**src/s5ch_pkg.sv**
```systemverilog
`timescale 1ns / 1ps

package s5ch_pkg;

    // operation codes of an input item
    localparam logic [1:0] OP_LOAD  = 2'd0;
    localparam logic [1:0] OP_START = 2'd1;
    localparam logic [1:0] OP_RECV  = 2'd2;
    localparam logic [1:0] OP_NOP   = 2'd3;

    // result kinds
    localparam logic [1:0] RK_TX     = 2'd0;
    localparam logic [1:0] RK_ADDR   = 2'd1;
    localparam logic [1:0] RK_STATUS = 2'd2;

    // status codes
    localparam logic [2:0] ST_PROGRESS  = 3'd0;
    localparam logic [2:0] ST_CONNECTED = 3'd1;
    localparam logic [2:0] ST_BADPACKET = 3'd2;
    localparam logic [2:0] ST_SERVERERR = 3'd3;
    localparam logic [2:0] ST_BADATYP   = 3'd4;
    localparam logic [2:0] ST_BADSTATE  = 3'd5;

    // address type codes
    localparam logic [7:0] ATYP_IPV4 = 8'h01;
    localparam logic [7:0] ATYP_HOST = 8'h03;
    localparam logic [7:0] ATYP_IPV6 = 8'h04;

    localparam logic [7:0] RESERVED_BYTE = 8'h00;

    // configuration register indexes
    localparam logic [2:0] CFG_VERSION     = 3'd0;
    localparam logic [2:0] CFG_COMMAND     = 3'd1;
    localparam logic [2:0] CFG_METHOD_CNT  = 3'd2;
    localparam logic [2:0] CFG_METHOD_LIST = 3'd3;
    localparam logic [2:0] CFG_ADDR_KIND   = 3'd4;
    localparam logic [2:0] CFG_ADDR_LEN    = 3'd5;
    localparam logic [2:0] CFG_DEST_PORT   = 3'd6;

    typedef struct packed {
        logic [1:0] operation;
        logic [7:0] data_byte;
        logic [4:0] store_index;
    } t_in_item;

    typedef struct packed {
        logic [1:0]  result_kind;
        logic [7:0]  out_byte;
        logic [2:0]  status_code;
        logic [7:0]  reply_code;
        logic [15:0] bound_port;
        logic        last_of_run;
    } t_out_item;

    // protocol phase
    typedef enum logic [3:0] {
        PH_IDLE,
        PH_METHODSEL,
        PH_HEADER,
        PH_HOSTLEN,
        PH_ADDRESS,
        PH_PORT,
        PH_CONNECTED,
        PH_FAILED
    } t_phase;

    // transmit run sequencer
    typedef enum logic [2:0] {
        SQ_IDLE,
        SQ_GREET,
        SQ_HEAD,
        SQ_HLEN,
        SQ_ADDR,
        SQ_PHI,
        SQ_PLO
    } t_seq;

endpackage

```
**src/s5ch_if.sv**
```systemverilog
`timescale 1ns / 1ps

interface s5ch_in_if;
    import s5ch_pkg::*;
    logic     valid;
    logic     ready;
    t_in_item data;
    modport source (output valid, output data, input ready);
    modport sink (input valid, input data, output ready);
endinterface

interface s5ch_out_if;
    import s5ch_pkg::*;
    logic      valid;
    logic      ready;
    t_out_item data;
    modport source (output valid, output data, input ready);
    modport sink (input valid, input data, output ready);
endinterface

interface s5ch_cfg_if;
    logic        valid;
    logic        ready;
    logic [2:0]  index;
    logic [63:0] value;
    modport source (output valid, output index, output value, input ready);
    modport sink (input valid, input index, input value, output ready);
endinterface

```
**src/socks5_client_handshake_top.sv**
```systemverilog
`timescale 1ns / 1ps

// socks5 client handshake byte engine
// i_in takes items: load an address byte into the store, start a handshake,
// or hand over a byte received from the server. o_out gives result items:
// bytes to transmit, bound address bytes and status, last_of_run on the
// final result of each input item. i_cfg writes the seven setup registers; the
// user must write them only while the engine is idle, the block does not
// enforce it; i_cfg is always ready. a received byte that gives one result is
// taken back to back; its result sits in the output register in the next
// cycle. a start item gives a greeting run of 2 + method count bytes, and the
// byte that completes method selection with a good version and address kind
// gives a request run of 7 to ADDRESS_BYTES_MAX + 7 bytes, one byte per cycle
// from the sequencer; the address bytes come out of the address store, read
// ahead. no new item is taken while a run is in progress. a stalled receiver
// holds the output register and the run; input stalls too.
// reset (synchronous, active low) sets the phase idle and loads register
// defaults; the address store is not cleared and must be loaded before use.
module socks5_client_handshake_top #(
    parameter int ADDRESS_BYTES_MAX = 32,
    parameter int METHODS_MAX       = 8
) (
    input  logic       i_clk,
    input  logic       i_rst_n,
    s5ch_in_if.sink    i_in,
    s5ch_out_if.source o_out,
    s5ch_cfg_if.sink   i_cfg
);
    import s5ch_pkg::*;

    localparam int AW = $clog2(ADDRESS_BYTES_MAX);
    localparam int LW = $clog2(ADDRESS_BYTES_MAX + 1);
    localparam int CW = $clog2(METHODS_MAX + 2);

    // configuration
    logic [7:0]  r_version;
    logic [7:0]  r_command;
    logic [3:0]  r_method_cnt;
    logic [63:0] r_method_list;
    logic [2:0]  r_addr_kind;
    logic [5:0]  r_addr_len;
    logic [15:0] r_dest_port;

    // protocol state
    t_phase      r_phase, n_phase;
    logic [7:0]  r_bcnt, n_bcnt;
    logic [7:0]  r_ral, n_ral;
    logic [15:0] r_acc, n_acc;

    // run sequencer
    t_seq        r_seq, n_seq;
    logic [CW-1:0] r_cnt, n_cnt;
    logic [AW-1:0] r_idx, n_idx;

    // address store
    logic [7:0]  r_mem [ADDRESS_BYTES_MAX];
    logic [7:0]  r_rd;
    logic        w_we;
    logic [31:0] w_widx;
    logic [AW-1:0] w_waddr;

    // output register
    logic        r_out_valid;
    t_out_item   r_out;

    logic        w_out_free;
    logic        w_acc_in;
    logic        w_step;
    logic        d_single;
    t_out_item   d_item;
    t_seq        d_run;
    t_out_item   w_seq_item;
    logic [3:0]  w_mcnt;
    logic [LW-1:0] w_host_len;
    logic [LW-1:0] w_req_len;
    logic        w_glast;
    logic [2:0]  w_midx;
    logic [8:0]  w_bnext;

    assign w_out_free  = !r_out_valid || o_out.ready;
    assign i_in.ready  = (r_seq == SQ_IDLE) && w_out_free;
    assign w_acc_in    = i_in.valid && i_in.ready;
    assign w_step      = (r_seq != SQ_IDLE) && w_out_free;
    assign i_cfg.ready = 1'b1;
    assign o_out.valid = r_out_valid;
    assign o_out.data  = r_out;

    assign w_mcnt = (32'(r_method_cnt) > METHODS_MAX) ? 4'(METHODS_MAX) : r_method_cnt;
    assign w_host_len = (32'(r_addr_len) > ADDRESS_BYTES_MAX) ?
                        LW'(ADDRESS_BYTES_MAX) : LW'(r_addr_len);
    assign w_glast = (5'(r_cnt) == (5'(w_mcnt) + 5'd1));
    assign w_midx  = 3'(r_cnt - CW'(2));
    assign w_bnext = {1'b0, r_bcnt} + 9'd1;
    assign w_widx  = {27'd0, i_in.data.store_index};
    assign w_waddr = w_widx[AW-1:0];

    always_comb begin
        if (8'(r_addr_kind) == ATYP_IPV4) begin
            w_req_len = LW'(4);
        end else if (8'(r_addr_kind) == ATYP_IPV6) begin
            w_req_len = LW'(16);
        end else begin
            w_req_len = w_host_len;
        end
    end

    // configuration writes
    always_ff @(posedge i_clk) begin
        if (!i_rst_n) begin
            r_version     <= 8'd5;
            r_command     <= 8'd1;
            r_method_cnt  <= 4'd1;
            r_method_list <= 64'd0;
            r_addr_kind   <= 3'd1;
            r_addr_len    <= 6'd4;
            r_dest_port   <= 16'd0;
        end else if (i_cfg.valid) begin
            case (i_cfg.index)
                CFG_VERSION:     r_version     <= i_cfg.value[7:0];
                CFG_COMMAND:     r_command     <= i_cfg.value[7:0];
                CFG_METHOD_CNT:  r_method_cnt  <= i_cfg.value[3:0];
                CFG_METHOD_LIST: r_method_list <= i_cfg.value;
                CFG_ADDR_KIND:   r_addr_kind   <= i_cfg.value[2:0];
                CFG_ADDR_LEN:    r_addr_len    <= i_cfg.value[5:0];
                CFG_DEST_PORT:   r_dest_port   <= i_cfg.value[15:0];
                default: ;
            endcase
        end
    end

    // request decode and protocol phase update
    always_comb begin
        d_single = 1'b0;
        d_item   = '{result_kind: RK_STATUS, out_byte: 8'd0, status_code: ST_PROGRESS,
                     reply_code: 8'd0, bound_port: 16'd0, last_of_run: 1'b1};
        d_run    = SQ_IDLE;
        n_phase  = r_phase;
        n_bcnt   = r_bcnt;
        n_ral    = r_ral;
        n_acc    = r_acc;
        w_we     = 1'b0;
        if (w_acc_in) begin
            case (i_in.data.operation)
                OP_LOAD: begin
                    w_we = (w_widx < 32'(ADDRESS_BYTES_MAX));
                end
                OP_START: begin
                    d_run   = SQ_GREET;
                    n_phase = PH_METHODSEL;
                    n_bcnt  = 8'd0;
                    n_ral   = 8'd0;
                    n_acc   = 16'd0;
                end
                OP_RECV: begin
                    d_single = 1'b1;
                    case (r_phase)
                        PH_METHODSEL: begin
                            if (r_bcnt == 8'd0) begin
                                n_acc  = {8'd0, i_in.data.data_byte};
                                n_bcnt = 8'd1;
                            end else begin
                                n_acc  = 16'd0;
                                n_bcnt = 8'd0;
                                if (r_acc[7:0] != r_version) begin
                                    d_item.status_code = ST_BADPACKET;
                                    n_phase = PH_FAILED;
                                end else if (8'(r_addr_kind) != ATYP_IPV4 &&
                                             8'(r_addr_kind) != ATYP_IPV6 &&
                                             8'(r_addr_kind) != ATYP_HOST) begin
                                    d_item.status_code = ST_BADATYP;
                                    n_phase = PH_FAILED;
                                end else begin
                                    d_single = 1'b0;
                                    d_run    = SQ_HEAD;
                                    n_phase  = PH_HEADER;
                                end
                            end
                        end
                        PH_HEADER: begin
                            case (r_bcnt)
                                8'd0: begin
                                    n_acc  = {i_in.data.data_byte, 8'd0};
                                    n_bcnt = 8'd1;
                                end
                                8'd1: begin
                                    n_acc  = {r_acc[15:8], i_in.data.data_byte};
                                    n_bcnt = 8'd2;
                                end
                                8'd2: begin
                                    n_bcnt = 8'd3;
                                end
                                default: begin
                                    // fourth header byte closes the header
                                    n_acc  = 16'd0;
                                    n_bcnt = 8'd0;
                                    if (r_acc[15:8] != r_version) begin
                                        d_item.status_code = ST_BADPACKET;
                                        n_phase = PH_FAILED;
                                    end else if (r_acc[7:0] != 8'd0) begin
                                        d_item.status_code = ST_SERVERERR;
                                        d_item.reply_code  = r_acc[7:0];
                                        n_phase = PH_FAILED;
                                    end else if (i_in.data.data_byte == ATYP_IPV4) begin
                                        n_ral   = 8'd4;
                                        n_phase = PH_ADDRESS;
                                    end else if (i_in.data.data_byte == ATYP_IPV6) begin
                                        n_ral   = 8'd16;
                                        n_phase = PH_ADDRESS;
                                    end else if (i_in.data.data_byte == ATYP_HOST) begin
                                        n_phase = PH_HOSTLEN;
                                    end else begin
                                        d_item.status_code = ST_BADATYP;
                                        n_phase = PH_FAILED;
                                    end
                                end
                            endcase
                        end
                        PH_HOSTLEN: begin
                            n_ral   = i_in.data.data_byte;
                            n_bcnt  = 8'd0;
                            n_phase = (i_in.data.data_byte == 8'd0) ? PH_PORT : PH_ADDRESS;
                        end
                        PH_ADDRESS: begin
                            d_item.result_kind = RK_ADDR;
                            d_item.out_byte    = i_in.data.data_byte;
                            if (w_bnext >= {1'b0, r_ral}) begin
                                n_bcnt  = 8'd0;
                                n_phase = PH_PORT;
                            end else begin
                                n_bcnt = w_bnext[7:0];
                            end
                        end
                        PH_PORT: begin
                            if (r_bcnt == 8'd0) begin
                                n_acc  = {i_in.data.data_byte, 8'd0};
                                n_bcnt = 8'd1;
                            end else begin
                                n_acc   = {r_acc[15:8], i_in.data.data_byte};
                                n_bcnt  = 8'd0;
                                n_phase = PH_CONNECTED;
                                d_item.status_code = ST_CONNECTED;
                                d_item.bound_port  = {r_acc[15:8], i_in.data.data_byte};
                            end
                        end
                        default: begin
                            d_item.status_code = ST_BADSTATE;
                        end
                    endcase
                end
                default: ;
            endcase
        end
    end

    // sequencer next state
    always_comb begin
        n_seq = r_seq;
        n_cnt = r_cnt;
        n_idx = r_idx;
        if (w_acc_in && d_run != SQ_IDLE) begin
            n_seq = d_run;
            n_cnt = '0;
            n_idx = '0;
        end else if (w_step) begin
            case (r_seq)
                SQ_GREET: begin
                    if (w_glast) begin
                        n_seq = SQ_IDLE;
                    end else begin
                        n_cnt = r_cnt + CW'(1);
                    end
                end
                SQ_HEAD: begin
                    if (r_cnt == CW'(3)) begin
                        n_seq = (8'(r_addr_kind) == ATYP_HOST) ? SQ_HLEN : SQ_ADDR;
                    end else begin
                        n_cnt = r_cnt + CW'(1);
                    end
                end
                SQ_HLEN: begin
                    n_seq = (w_req_len == '0) ? SQ_PHI : SQ_ADDR;
                end
                SQ_ADDR: begin
                    if (LW'(r_idx) + LW'(1) == w_req_len) begin
                        n_seq = SQ_PHI;
                    end else begin
                        n_idx = r_idx + AW'(1);
                    end
                end
                SQ_PHI: n_seq = SQ_PLO;
                SQ_PLO: n_seq = SQ_IDLE;
                default: n_seq = SQ_IDLE;
            endcase
        end
    end

    // sequencer output byte
    always_comb begin
        w_seq_item = '{result_kind: RK_TX, out_byte: 8'd0, status_code: ST_PROGRESS,
                       reply_code: 8'd0, bound_port: 16'd0, last_of_run: 1'b0};
        case (r_seq)
            SQ_GREET: begin
                if (r_cnt == CW'(0)) begin
                    w_seq_item.out_byte = r_version;
                end else if (r_cnt == CW'(1)) begin
                    w_seq_item.out_byte = 8'(w_mcnt);
                end else begin
                    w_seq_item.out_byte = r_method_list[{w_midx, 3'b000} +: 8];
                end
                w_seq_item.last_of_run = w_glast;
            end
            SQ_HEAD: begin
                case (r_cnt)
                    CW'(0):  w_seq_item.out_byte = r_version;
                    CW'(1):  w_seq_item.out_byte = r_command;
                    CW'(2):  w_seq_item.out_byte = RESERVED_BYTE;
                    default: w_seq_item.out_byte = 8'(r_addr_kind);
                endcase
            end
            SQ_HLEN: w_seq_item.out_byte = 8'(w_host_len);
            SQ_ADDR: w_seq_item.out_byte = r_rd;
            SQ_PHI:  w_seq_item.out_byte = r_dest_port[15:8];
            SQ_PLO: begin
                w_seq_item.out_byte    = r_dest_port[7:0];
                w_seq_item.last_of_run = 1'b1;
            end
            default: ;
        endcase
    end

    // address store, read from the next sequencer index into a register
    always_ff @(posedge i_clk) begin
        if (w_we) begin
            r_mem[w_waddr] <= i_in.data.data_byte;
        end
        r_rd <= r_mem[n_idx];
    end

    always_ff @(posedge i_clk) begin
        if (!i_rst_n) begin
            r_phase     <= PH_IDLE;
            r_bcnt      <= 8'd0;
            r_ral       <= 8'd0;
            r_acc       <= 16'd0;
            r_seq       <= SQ_IDLE;
            r_cnt       <= '0;
            r_idx       <= '0;
            r_out_valid <= 1'b0;
        end else begin
            r_phase <= n_phase;
            r_bcnt  <= n_bcnt;
            r_ral   <= n_ral;
            r_acc   <= n_acc;
            r_seq   <= n_seq;
            r_cnt   <= n_cnt;
            r_idx   <= n_idx;
            if ((w_acc_in && d_single) || w_step) begin
                r_out_valid <= 1'b1;
            end else if (o_out.ready) begin
                r_out_valid <= 1'b0;
            end
        end
    end

    always_ff @(posedge i_clk) begin
        if (w_acc_in && d_single) begin
            r_out <= d_item;
        end else if (w_step) begin
            r_out <= w_seq_item;
        end
    end

    a_addr_in_range: assert property (@(posedge i_clk) disable iff (!i_rst_n)
        r_seq == SQ_ADDR |-> (LW'(r_idx) < w_req_len))
        else $error("address index beyond request length");

    a_run_phase: assert property (@(posedge i_clk) disable iff (!i_rst_n)
        r_seq != SQ_IDLE |-> (r_phase == PH_METHODSEL || r_phase == PH_HEADER))
        else $error("transmit run outside greeting or request phase");

    a_run_ends: assert property (@(posedge i_clk) disable iff (!i_rst_n)
        (w_step && w_seq_item.last_of_run) |=> (r_seq == SQ_IDLE))
        else $error("sequencer did not stop after last byte");

    a_no_drop: assert property (@(posedge i_clk) disable iff (!i_rst_n)
        (r_out_valid && !o_out.ready) |=> (r_out_valid && $stable(r_seq)))
        else $error("stalled result dropped or run advanced");

endmodule

```
**src/flat_wrapper.sv**
```systemverilog
// flat-port wrapper written by rule: the top's interface ports become plain ports
module socks5_client_handshake_top_flat import s5ch_pkg::*;
#(
    parameter int ADDRESS_BYTES_MAX = 32,
    parameter int METHODS_MAX       = 8
)
  (i_clk, i_rst_n, i_in_valid, i_in_data, i_in_ready, o_out_valid, o_out_data, o_out_ready, i_cfg_valid, i_cfg_index, i_cfg_value, i_cfg_ready);
  s5ch_in_if i_in_i ();
  s5ch_out_if o_out_i ();
  s5ch_cfg_if i_cfg_i ();
  input  logic i_clk;
  input  logic i_rst_n;
  input wire logic [$bits(i_in_i.valid)-1:0] i_in_valid;
  input wire logic [$bits(i_in_i.data)-1:0] i_in_data;
  output wire logic [$bits(i_in_i.ready)-1:0] i_in_ready;
  output wire logic [$bits(o_out_i.valid)-1:0] o_out_valid;
  output wire logic [$bits(o_out_i.data)-1:0] o_out_data;
  input wire logic [$bits(o_out_i.ready)-1:0] o_out_ready;
  input wire logic [$bits(i_cfg_i.valid)-1:0] i_cfg_valid;
  input wire logic [$bits(i_cfg_i.index)-1:0] i_cfg_index;
  input wire logic [$bits(i_cfg_i.value)-1:0] i_cfg_value;
  output wire logic [$bits(i_cfg_i.ready)-1:0] i_cfg_ready;
  assign i_in_i.valid = i_in_valid;
  assign i_in_i.data = i_in_data;
  assign i_in_ready = i_in_i.ready;
  assign o_out_valid = o_out_i.valid;
  assign o_out_data = o_out_i.data;
  assign o_out_i.ready = o_out_ready;
  assign i_cfg_i.valid = i_cfg_valid;
  assign i_cfg_i.index = i_cfg_index;
  assign i_cfg_i.value = i_cfg_value;
  assign i_cfg_ready = i_cfg_i.ready;
  socks5_client_handshake_top #(.ADDRESS_BYTES_MAX(ADDRESS_BYTES_MAX), .METHODS_MAX(METHODS_MAX)) u_core (.i_clk(i_clk), .i_rst_n(i_rst_n), .i_in(i_in_i), .o_out(o_out_i), .i_cfg(i_cfg_i));
endmodule
```
**config.mk**
```make
export PLATFORM = sky130hd
export DESIGN_NAME = socks5_client_handshake_top_flat
export DESIGN_NICKNAME = d
export VERILOG_FILES = /design/src/s5ch_pkg.sv /design/src/s5ch_if.sv /design/src/socks5_client_handshake_top.sv /design/src/flat_wrapper.sv
export SDC_FILE = /design/constraint.sdc
export NUM_CORES = 1
export LEC_CHECK = 0
export BUFFER_PORTS_ARGS = -buffer_cell sky130_fd_sc_hd__buf_2
export CAP_MARGIN = 5
export CORE_MARGIN = 10
export CORE_UTILIZATION = 55
export CTS_CLUSTER_DIAMETER = 200
export CTS_CLUSTER_SIZE = 12
export DETAILED_ROUTE_END_ITERATION = 8
export PLACE_DENSITY = 0.74
export RECOVER_POWER = 25
export SETUP_SLACK_MARGIN = 0.02
export SLEW_MARGIN = 20
export SYNTH_ARGS = -nofsm -noshare
export SYNTH_HDL_FRONTEND = slang
export SYNTH_SLANG_ARGS = --single-unit
```
**constraint.sdc**
```tcl
create_clock -name i_clk -period 8.4 [get_ports i_clk]
set_clock_uncertainty 0.2 [all_clocks]
set_input_delay 0.42 -clock i_clk [delete_from_list [all_inputs] [get_ports i_clk]]
set_output_delay 0.42 -clock i_clk [all_outputs]
set_load 0.03 [all_outputs]
```
[After elaboration in Yosys (flattened, before gate mapping)]
Memory sizes are Yosys's and may differ from the RTL's. A register that Yosys moved wholly into a read port is not among the register bits.
Cells that the tools add are included.
W data, S select, Z words.
Word-level totals
  register bits: 196
  memory bits (writable): 256
  bits of input ports: 87
  memories: 1
Cells by class
  add/subtract/negate cells: 6
  $lt $le $gt $ge: 4
  equal/unequal tests: 56
  shifts and indexed selects: 1
  muxes and demuxes: 94
  bitwise operators: 1
  reduce and logical (&&, ||, !) cells: 43
Memory list
  u_core.r_mem: depth 32, width 8, read ports 1, clocked after memory_dff 1, wr ports 1, RTL line socks5_client_handshake_top.sv:56  | logic [7:0] r_mem [ADDRESS_BYTES_MAX];
Operators by type and width (count)
  $mux W8: 12
  $pmux W16 S3: 2
  $mux W38: 2
  $mux W37: 2
  $mux W3: 22
  $shiftx A64 B7 Y8: 1
  $mux W16: 3
  $pmux W8 S2: 3
  $pmux W8 S6: 1
  $mux W4: 10
  $pmux W16 S2: 1
  $pmux W8 S4: 1
  $ne A3 B3 Y1 const B: 9
  $pmux W8 S3: 1
  $eq A3 B3 Y1 const B: 7
  $mux W5: 4
  $pmux W4 S5: 1
  $mux W6: 3
  $eq A4 B2 Y1 const B: 4
  $eq A8 B1 Y1 const B: 2
  $eq A8 B2 Y1 const B: 2
  $logic_not A8 Y1: 2
  $mux W1: 16
  $ne A8 B8 Y1: 2
  other kinds (53): 92

[Depth between registers and ports, before layout]
  depth after elaboration: 13
  mapped depth: 14
  gate-level depth less buffers: 13

[Least setup slack after synthesis]
OpenSTA, ideal clock, no wires.
  path type: register to register
  start: register u_core.r_idx[1]
  end: register u_core.r_rd[6] (read register of u_core.r_mem)
  setup time: 131 ps
  arrival time: 3249 ps
  setup slack: 4820 ps
  cell stages (with the launch flop): 13
  path buffers: 1
  path through: dfxtp_1 ha_1 nand2b_1 a2111oi_2 a211oi_1 a221o_1 o31ai_4 mux2i_1 clkbuf_1 mux2i_1 nor3_1 nor4_1 a31oi_1
On the way
  word-level cells in the longest chain between the ends: 6
  elaborated cells on any way between the ends: 7
Ends and longest elaborated chain
  from (decl): RTL line socks5_client_handshake_top.sv:53  | logic [AW-1:0] r_idx, n_idx;
  from (signal assigned): RTL line socks5_client_handshake_top.sv:356  | r_idx <= n_idx;
  $add A5 B1 Y6: RTL line socks5_client_handshake_top.sv:284  | if (LW'(r_idx) + LW'(1) == w_req_len) begin
  $eq A6 B6 Y1: RTL line socks5_client_handshake_top.sv:284
  $mux W5: RTL line socks5_client_handshake_top.sv:284
  $mux W5: RTL line socks5_client_handshake_top.sv:265  | case (r_seq)
  $mux W5 (*): RTL line socks5_client_handshake_top.sv:264  | end else if (w_step) begin
  $mux W5 (*): RTL line socks5_client_handshake_top.sv:260  | if (w_acc_in && d_run != SQ_IDLE) begin
  to (decl): RTL line socks5_client_handshake_top.sv:57  | logic [7:0] r_rd;
Every way passes the cells marked *; elsewhere a longest branch is shown, timed or not.
A chain may end at the register's enable or synchronous reset.

[Worst setup path after layout]
  start: register u_core.r_idx[0]
  end: register u_core.r_rd[5] (read register of u_core.r_mem)
The elaborated chain is that of the path after synthesis.

==> results.sh <==
export IMPL_max_cap_violations=7
export IMPL_fin_hold_ws_ns=0.00997
export IMPL_num_vias=15500
export IMPL_crit_required_ns=8.63
export IMPL_violations="capacitance limit, slew limit"
export IMPL_vdd_drop_max_mv=0.166
export IMPL_core_um2=36600
export IMPL_mostFrequentLayoutCells="nand2_1, edfxtp_1, a21oi_1"
export IMPL_first_iter_violations=1885
export IMPL_ys_seq_elements=459
export IMPL_timing_rr_end="u_core.r_rd[5]$_DFF_P_"
export IMPL_startpoint_type="flip-flop"
export IMPL_start_util_pct=55.8
export IMPL_cp_max_fo=52
export IMPL_synth_nets=1976
export IMPL_dr_pass1_iters=6
export IMPL_finalSetupViolCount=0
export IMPL_period_needed_ns=5.47
export IMPL_slew_violations=281
export IMPL_grt_pass1_wl_um=85300
export IMPL_fp_dieW_um=213
export IMPL_synthToLayoutAreaGrowth_pct=13.4
export IMPL_gp_congestion=0.898
export IMPL_synth_warning_count=0
export IMPL_path_clk_slew_ns=0.06
export IMPL_ff2ff_setup_slack_ns=2.93
export IMPL_synth_top_family_by_area="simple AND/OR/NAND/NOR gates"
export IMPL_grt_pass1_vias=15100
export IMPL_r2r_start="u_core.r_idx[0]$_SDFF_PN0_"
export IMPL_slew_headroom_pct=-53.3
export IMPL_hold_viol=0
export IMPL_power_density_nw_per_um2=200
export IMPL_grt_usage_pct=24.2
export IMPL_finalSetupTns_ns=0
export IMPL_wire_per_inst_um=22.4
export IMPL_ys_seq_area_share_pct=59.4
export IMPL_postRouteWirelength_um=56200
export IMPL_dp_hpwl_um=35400
export IMPL_fmax_ghz=0.183
export IMPL_path_class="flip-flop to flip-flop"
export IMPL_ant_nets=0
export IMPL_worst_ep_arrival_time_ns=5.70
export IMPL_grt_max_degree=81
export IMPL_async_flop_share_pct=0
export IMPL_ys_types=86
export IMPL_rsz0062_at_grt="no"
export IMPL_syn_inst=1867
export IMPL_setup_worst_path_start="u_core.r_idx[0]$_SDFF_PN0_"
export IMPL_cts_buffers=44
export IMPL_synth_compound_area_share_pct=12.8
export IMPL_cts_setup_buffers=0
export IMPL_clockBufferDepth=3
export IMPL_final_layout_size_suffix_gt1_share_pct=11.2
export IMPL_viasPerCell=6.17
export IMPL_crit_end="u_core.r_rd[5]$_DFF_P_"
export IMPL_cts_sinks=459
export IMPL_preCtsSetupSlack_ns=3.03
export IMPL_root_buffer="clkbuf_16"
export IMPL_cts_resized=0
export IMPL_grt_antenna_before_repair=6
export IMPL_r2r_cells=11
export IMPL_synth_ff_type="edfxtp_1"
export IMPL_hp_class="primary input to flip-flop"
export IMPL_worstSkewPairLatency_ns=0.57
export IMPL_cts_tree="yes"
export IMPL_route_detailed_drc=0
export IMPL_htree_num_levels=2
export IMPL_core_rowCount=70
export IMPL_total_power_mw=4.62
export IMPL_fin_ws_ns=2.93
export IMPL_ios=128
export IMPL_status="complete, but fails checks"
export IMPL_nets=2121
export IMPL_tightest_slew_ns=2.30
export IMPL_final_period_utilization_pct=65.1
export IMPL_synthSimpleGateAreaFrac_pct=15.9
export IMPL_fp_dieH_um=213
export IMPL_netlist_area_um2=20400
export IMPL_synthAdderAreaFrac_pct=1.35
export IMPL_synth_mux_area_share_pct=5.96
export IMPL_fp_dieArea_um2=45200
export IMPL_setup_worst_path_end_class="flip-flop"
export IMPL_synth_xor_area_share_pct=1.72
export IMPL_syn_avg_cell_area_um2=10.9
export IMPL_port_buffers=126
export IMPL_synth_edf_count=293
export IMPL_finish_utilization_pct=63.3
export IMPL_grt_overflow=0
export IMPL_final_common_cell="nand2_1"
export IMPL_leakagePower_nw=7.83
## state kept, by name, indices dropped and copies added, names as in the netlist
signal,cells
u_core.r_rd,8
u_core.r_mem,256
u_core.r_addr_kind,3
u_core.r_cnt,4
u_core.r_command,8
u_core.r_bcnt,8
u_core.r_version,8
u_core.r_acc,16
u_core.r_addr_len,6
u_core.r_ral,8
u_core.o_out.data,38
u_core.o_out.valid,1
u_core.r_method_cnt,4
u_core.r_idx,5
u_core.r_method_list,64
u_core.r_dest_port,16
u_core.r_phase,3
u_core.r_seq,3
## per-layer routing
layer | wire length (um) | track usage (%) | up-vias | part of all wire (%)
li1 | - | - | 7115 | -
met1 | 21900 | 30.7 | 7533 | 39
met2 | 27600 | 40.2 | 723 | 49
met3 | 4600 | 4.57 | 153 | 8.2
met4 | 2090 | 9.72 | 0 | 3.7
met5 | 0 | 0 | - | 0
## worst max-delay path: stages, from the launching register on
cell       delay (ns)
dfxtp_1          0.78
ha_1             0.45
nand2b_1         0.20
a2111oi_2        0.29
a211oi_1         0.09
a221o_1          0.35
o31ai_4          0.72
mux2_4           0.57
nand2_1          0.61
o22ai_1          0.23
a311oi_1         0.61
a21oi_1          0.13
## synth_stat cells (4+ instances only)
master | instances | area, um^2
mux4_2 | 16 | 360
o21ai_0 | 36 | 180
xnor2_1 | 15 | 131
nor2b_1 | 34 | 213
inv_1 | 22 | 82.6
a222oi_1 | 6 | 60.1
mux2i_1 | 83 | 831
a21o_1 | 11 | 82.6
buf_1 | 6 | 22.5
buf_2 | 18 | 90.1
ha_1 | 22 | 275
nand3b_1 | 11 | 82.6
nor3_1 | 19 | 95.1
edfxtp_1 | 293 | 8800
buf_4 | 12 | 90.1
a21oi_1 | 184 | 921
o221ai_1 | 10 | 87.6
nor4_1 | 15 | 93.8
nand3_1 | 58 | 290
clkbuf_1 | 68 | 255
a22o_1 | 6 | 52.6
nand2_1 | 378 | 1420
xor2_1 | 20 | 175
nand4_1 | 7 | 43.8
nor2_1 | 101 | 379
a311oi_1 | 30 | 263
a211oi_1 | 29 | 218
and3_1 | 9 | 56.3
and2_1 | 31 | 194
dfxtp_1 | 166 | 3320
o31ai_1 | 5 | 37.5
a31oi_1 | 5 | 31.3
nand4b_1 | 8 | 70.1
or3_1 | 6 | 37.5
o22ai_1 | 15 | 93.8
a22oi_1 | 12 | 90.1
buf_6 | 4 | 45.0
a221oi_1 | 12 | 105
nand2b_1 | 18 | 113
## kinds of logic (layout without fill, tap and decap cells)
group                    Yosys count  count (layout)
AND/OR/NAND/NOR                  713             713
adder cells (fa/ha/maj)           22              22
buffers and inverters            132             306
XOR/XNOR                          37              37
other                              1               7
flip-flops                       459             459
multiplexers                     101             101
AO/OA/AOI/OAI                    402             402
## what timing repair did
item                                    in CTS  in global routing
endpoints found under the setup margin       0                  0
hold buffers                                60                  0
endpoints found under the hold margin       80                  0
## how the worst min path moves through the flow
stage,startpoint,to,slack [ns],depth (start not counted)
floorplan,u_core.r_ral[2]$_SDFFE_PN0P_,u_core.r_ral[2]$_SDFFE_PN0P_,0.23,2
global placement,u_core.r_method_list[45]$_SDFFE_PN0P_,u_core.r_method_list[45]$_SDFFE_PN0P_,0.24,2
detailed placement,u_core.r_method_list[36]$_SDFFE_PN0P_,u_core.r_method_list[36]$_SDFFE_PN0P_,0.25,2
CTS,i_cfg_value[1],u_core.r_command[1]$_SDFFE_PN0P_,0.003,3
global route,i_cfg_value[1],u_core.r_command[1]$_SDFFE_PN0P_,0.01,3
finish,i_cfg_value[1],u_core.r_command[1]$_SDFFE_PN0P_,0.01,3
## cell type report
cell class | instances | area [um^2]
timing repair buffer | 207 | 1360
sequential | 459 | 12100
antenna | 6 | 15.0
tap | 468 | 586
inverter | 24 | 92.6
multi-input combinational | 1276 | 7740
clock buffer | 72 | 1210
fill | 2817 | 13500
clock inverter | 3 | 36.3
## where the power goes
group	total, mW	internal [mW]	switching (mW)
Sequential	2.47	2.45	0.0221
Combinational	0.346	0.107	0.239
Clock	1.81	0.980	0.828
Total	4.62	3.53	1.09
## stage by stage
step / area, um^2 / cells
after floorplan: 20400 / 1867
after global placement: 21300 / 2374
after detailed placement: 21300 / 2374
after CTS: 23200 / 2509
after global routing: 23200 / 2514
final: 23200 / 2515
Power figures use the tool's default switching activity.
